===== config.mk =====
export PLATFORM = sky130hd
export DESIGN_NAME = sve_digit_shifter
export DESIGN_NICKNAME = d
export VERILOG_FILES = /design/src/rtl/core/signed_varint_byte_encoder_core_defines.svh /design/src/rtl/core/sve_pkg.sv /design/src/rtl/core/sve_digit_shifter.sv
export SDC_FILE = /design/constraint.sdc
export NUM_CORES = 1
export LEC_CHECK = 0
export ABC_AREA = 1
export BUFFER_PORTS_ARGS = -buffer_cell sky130_fd_sc_hd__buf_2
export CAP_MARGIN = 40
export CORE_ASPECT_RATIO = 0.8
export CORE_UTILIZATION = 59
export DETAILED_ROUTE_END_ITERATION = 10
export HOLD_SLACK_MARGIN = 0.08
export PLACE_DENSITY = 0.84
export SLEW_MARGIN = 20
export SYNTH_ARGS = -nofsm -noshare
export SYNTH_HDL_FRONTEND = slang
export SYNTH_SLANG_ARGS = --single-unit

===== constraint.sdc =====
create_clock -name i_clk -period 2.1 [get_ports i_clk]
set_input_delay 0.315 -clock i_clk [delete_from_list [all_inputs] [get_ports i_clk]]
set_output_delay 0.315 -clock i_clk [all_outputs]
set_load 0.01 [all_outputs]

===== src/rtl/core/signed_varint_byte_encoder_core_defines.svh =====
// assertion macros for the signed varint byte encoder
`ifndef SIGNED_VARINT_BYTE_ENCODER_CORE_DEFINES_SVH
`define SIGNED_VARINT_BYTE_ENCODER_CORE_DEFINES_SVH

// same-cycle implication, disabled while in reset
`define SVE_ASSERT_IMP(lbl, clk, rstn, ante, cons, msg) \
    lbl: assert property (@(posedge clk) disable iff (!(rstn)) (ante) |-> (cons)) \
        else $error(msg);

// next-cycle implication, disabled while in reset
`define SVE_ASSERT_NXT(lbl, clk, rstn, ante, cons, msg) \
    lbl: assert property (@(posedge clk) disable iff (!(rstn)) (ante) |=> (cons)) \
        else $error(msg);

`endif


===== src/rtl/core/sve_pkg.sv =====
// types and constants shared by the signed varint byte encoder
package sve_pkg;

    localparam int VALUE_W   = 64;
    localparam int BYTE_W    = 8;
    localparam int FIRST_W   = 6;
    localparam int DIGIT_W   = 7;

    localparam logic [BYTE_W-1:0] SIGN_BIT  = 8'h40;
    localparam logic [BYTE_W-1:0] LOW6_MASK = 8'h3f;
    localparam logic [BYTE_W-1:0] CONT_BIT  = 8'h80;
    localparam logic [BYTE_W-1:0] LOW7_MASK = 8'h7f;

    typedef struct packed {
        logic signed [VALUE_W-1:0] value;
        logic                      end_of_block;
    } t_in_item;

    typedef struct packed {
        logic [BYTE_W-1:0] out_byte;
        logic              last_of_word;
        logic              last_of_block;
    } t_out_item;

    typedef struct packed {
        logic load;
        logic shift;
    } t_shift_ctrl;

    typedef struct packed {
        logic [BYTE_W-1:0] out_byte;
        logic              more;
    } t_shift_stat;

    typedef enum logic {
        ST_IDLE,
        ST_EMIT
    } t_state;

endpackage


===== src/rtl/core/sve_digit_shifter.sv =====
// magnitude shift register that hands out one encoded byte per step
module sve_digit_shifter (
    input  logic                               i_clk,
    input  sve_pkg::t_shift_ctrl               i_ctrl,
    input  logic signed [sve_pkg::VALUE_W-1:0] i_value,
    output sve_pkg::t_shift_stat               o_stat
);

    logic [sve_pkg::VALUE_W-1:0] r_mag;
    logic [sve_pkg::VALUE_W-1:0] n_mag;
    logic                        r_first;
    logic                        r_sign;
    logic [sve_pkg::BYTE_W-1:0]  w_digit;
    logic                        w_more;

    always_comb begin
        n_mag = r_mag;
        if (i_ctrl.load) begin
            if (i_value[sve_pkg::VALUE_W-1]) begin
                n_mag = ~$unsigned(i_value) + {{(sve_pkg::VALUE_W-1){1'b0}}, 1'b1};
            end else begin
                n_mag = $unsigned(i_value);
            end
        end else if (i_ctrl.shift) begin
            if (r_first) begin
                n_mag = r_mag >> sve_pkg::FIRST_W;
            end else begin
                n_mag = r_mag >> sve_pkg::DIGIT_W;
            end
        end
    end

    always_ff @(posedge i_clk) begin
        r_mag <= n_mag;
        if (i_ctrl.load) begin
            r_first <= 1'b1;
            r_sign  <= i_value[sve_pkg::VALUE_W-1];
        end else if (i_ctrl.shift) begin
            r_first <= 1'b0;
        end
    end

    always_comb begin
        if (r_first) begin
            w_more  = |r_mag[sve_pkg::VALUE_W-1:sve_pkg::FIRST_W];
            w_digit = (r_sign ? sve_pkg::SIGN_BIT : '0)
                    | (r_mag[sve_pkg::BYTE_W-1:0] & sve_pkg::LOW6_MASK);
        end else begin
            w_more  = |r_mag[sve_pkg::VALUE_W-1:sve_pkg::DIGIT_W];
            w_digit = r_mag[sve_pkg::BYTE_W-1:0] & sve_pkg::LOW7_MASK;
        end
        o_stat.out_byte = w_digit | (w_more ? sve_pkg::CONT_BIT : '0);
        o_stat.more     = w_more;
    end

endmodule

Word-level counts from Yosys, hierarchy flattened
Index checks and enable logic that the tools add are counted.
Operators by class
  $add $sub $neg: 1
  bitwise logic cells: 3
  multiplexer cells: 8
  reductions and logical operators: 3
Operators by type and width (number)
  $mux 64: 3
  $add 64x1->64 const B: 1
  $not 64->64: 1
  $mux 58: 1
  $reduce_or 58->1: 1
  $reduce_or 57->1: 1
  $mux 7: 2
  $mux 8: 1
  $or 8x8->8: 1
  $or 7x6->7: 1
  $reduce_bool 2->1: 1
  $mux 1: 1
Storage, ports and cells
  register bits: 66
  output and inout bits: 9

Depth between registers and ports, before layout
  depth after elaboration: 4
  mapped depth: 11
  mapped depth without buffers: 11

Least setup slack after synthesis
OpenSTA, ideal clock, no wires.
  path type: input port to flip-flop
  start point: input port i_ctrl[1] in the netlist's numbering
  end point: register r_mag[0] in the netlist's numbering (enable)
  buffers on the path: 2
  setup slack: 0.206 ns
  arrival: 1.500 ns
  stages: 3
  path through: buf_2 buf_2 or2_2
On the way
  longest elaborated chain between the ends: 1
RTL lines
  start, declared: line sve_digit_shifter.sv:4  | input sve_pkg::t_shift_ctrl i_ctrl,
  $reduce_bool 2->1 (no source line)
  end signal, assigned: line sve_digit_shifter.sv:34  | r_mag <= n_mag;
  end, declared: line sve_digit_shifter.sv:9  | logic [sve_pkg::VALUE_W-1:0] r_mag;
Every way passes these cells.
A chain may end at the register's enable or synchronous reset.

==> flow_metrics.tcl <==
set metrics [dict create \
    slew_headroom 0.521 \
    ys_async_sr_fraction 0 \
    final.min_clock_period_ns 2.15 \
    worst_slack_ns -0.0513 \
    cts_tree "yes" \
    cp_top_family "simple AND/OR/NAND/NOR gates" \
    tightest_slew_ns 0.711 \
    dieArea_um2 9970 \
    drcViolationCount 2 \
    clk_pin_slew_ns 0.06 \
    start_util 0.617 \
    start_kind "flop" \
    grt_pass1_vias 5511 \
    post-place-cells 1017 \
    synth_top_area_frac 0.346 \
    cpPeakStageDelay_ns 0.49 \
    cts_buffer_depth 2 \
    yosysSeqAreaShare 0.349 \
    synth_edf_count 65 \
    fin_worst_skew_ns 0.0105 \
    drt-total-wl_mm 20.3 \
    ant_nets 0 \
    ys_seq_elements 66 \
    ys_warn_count 0 \
    avgViaCountPerCell 6.23 \
    dpl.hpwl_mm 15.4 \
    drtPass1Iterations 9 \
    clock_latency_ns 0.34 \
    rows 31 \
    status "finished with violations" \
    p_per_area_nw_per_um2 672 \
    synth_cells 856 \
    clockRootBuffer "clkbuf_16" \
    multi_input_area_um2 3180 \
    finalNonFillerCells 1036 \
    grt_usage 0.411 \
    reg2reg_slack_ns 0.25 \
    max_cap_viol_count 0 \
    peakVddDrop_uv 342 \
    drive_gt1_frac 0.165 \
    htreeDepth 3 \
    overflow 0 \
    area_delta_synth_final_pct 13.7 \
    fin_setup_tns_ns -0.0999 \
    end_kind "primary output" \
    grt_pass1_wl_mm 30.1 \
    hold_path.class "input pin to flop" \
    drt_iter0_drc 996 \
    p_leak_uw 0.00272 \
    synth_mux_area_frac 0 \
    cp.buffers_inverters 1 \
    core_um2 9150 \
    path_cells "nor4_4, nand4_1, nor2_1, nand4_1, buf_2" \
    synth_top_flop_cell "edfxtp_1" \
    synthTopCellsByCount "191 x nand2_1, 151 x nor2_1, 87 x nand3_1" \
    drv_slew 0 \
    grt_max_degree 74 \
    numClockSinks 66 \
    synth-simple-area-share 0.386 \
    regArea_um2 1970 \
    synthXorXnorAreaFrac 0 \
    ys_top_cells_by_area "edfxtp_1 35%, nand2_1 13%, nor2_1 10%" \
    slowest_stage "edfxtp_1" \
    critPathKind "flop to primary output" \
    gp_congestion 1.06 \
    finalSetupViolations 2 \
    worstPathRequired_ns 1.78 \
    synth_area_per_cell_um2 6.60 \
    rsz0062_at_grt "true" \
    critPathMaxFanout 3 \
    syn_nets 924 \
    ys_types 38 \
    boundaryPins 76 \
    final.period_utilization 1.02 \
    synth.most_common_cell "nand2_1" \
    synth_compound_area_frac 0.168 \
    numCtsBuffers 9 \
    max_freq_mhz 465 \
    avgRoutedWirePerCell_um 19.6 \
    synth_top_family_by_area "simple AND/OR/NAND/NOR gates" \
    hold_violations 0 \
    dieWidth_um 111 \
    dr_total_vias 6452 \
    synthesis.area_um2 5650 \
    violations "DRC, setup timing" \
    die_y_um 89.5 \
    synth.largest_area_cell "edfxtp_1" \
    n_fill_cell 779 \
    synth_fa_ha_area_frac 0.00222 \
    final_nets 983 \
    antenna_found_initial 1 \
    path_common_cell "nand4_1" \
    port_buffers 75 \
    arrival_ns 1.84 \
]
-- worst reg2reg max path, delay by kind of cell, from the launching register on --
kind,cells,cell delay (ns)
flops,1,0.32
simple gates,3,0.27
buf+inv,2,0.81
compound gates,1,0.20
-- layer usage --
| layer | wire length, um | global-route usage |
|---|---|---|
| met1 | 8440 | 0.613 |
| met2 | 7930 | 0.553 |
| met3 | 3650 | 0.155 |
| met4 | 284 | 0.0823 |
| met5 | 0 | 0.0286 |
-- where the power goes --
group	internal, uW	leakage (uW)	switching [uW]	total, uW
clock	1040	0.000145	600	1640
sequential	1640	0.000679	128	1770
combinational	288	0.00189	617	905
-- final timing paths --
path	from	endpoint	depth (start not counted)
hold reg to reg	r_mag[53]	r_mag[46]	2
setup reg to reg	r_first	r_mag[43]	6
hold / removal	i_ctrl[0]	r_first	2
setup / recovery	r_mag[21]	o_stat[8]	5
-- cell type report --
cell class | count | share of cell area
repair buffers | 90 | 0.0799
inverters | 78 | 0.0456
diodes | 1 | 0.000390
multi-input cells | 670 | 0.495
flip-flops and latches | 66 | 0.307
clock inverters | 6 | 0.0142
clock buffers | 10 | 0.0357
well taps | 115 | 0.0224
-- per-stage QoR --
| step | area (um^2) | util | power, uW | setup WS [ns] | hold slack [ns] |
|---|---|---|---|---|---|
| 2_1_floorplan | 5650 | - | 2290 | 0.206 | 0.414 |
| 3_3_place_gp | 6050 | 0.661 | 2590 | 0.105 | 0.554 |
| 3_5_place_dp | 6050 | 0.661 | 2620 | 0.0540 | 0.563 |
| 4_1_cts | 6390 | 0.698 | 4240 | 0.0187 | 0.227 |
| 5_1_grt | 6420 | 0.702 | 4450 | -0.0957 | 0.231 |
| 6_report | 6420 | 0.702 | 4320 | -0.0513 | 0.249 |
-- placed cells by master (no fill, tap or decap), types with 4 or more instances in the layout --
cell type / n
nand2_2: 11
buf_4: 13
edfxtp_1: 65
nor2_1: 151
nand3_1: 87
nand3_2: 5
o21ai_2: 4
nand2_1: 191
nand4_1: 14
nor2_2: 6
a21oi_1: 54
inv_1: 75
o21ai_1: 10
clkbuf_16: 9
nor4_1: 8
o22ai_1: 15
buf_2: 75
o21ai_0: 86
nor2_4: 5
-- what timing repair did --
| action | in CTS | in global routing |
|---|---|---|
| setup buffers | 0 | 2 |
| setup endpoints to repair | 2 | 2 |
| cloned | 0 | 0 |
| resized for setup | 3 | 2 |
| hold buffers | 0 | 0 |
-- registers in the layout, summed over array words and instances (netlist names) --
signal,cells
r_first,1
r_sign,1
r_mag,64
-- logic make-up after synthesis --
| group | count (synthesis) |
|---|---|
| simple gates | 494 |
| compound gates | 175 |
| buf+inv | 120 |
| flops | 66 |
| fa+ha+maj | 1 |
Power figures use the tool's default switching activity.
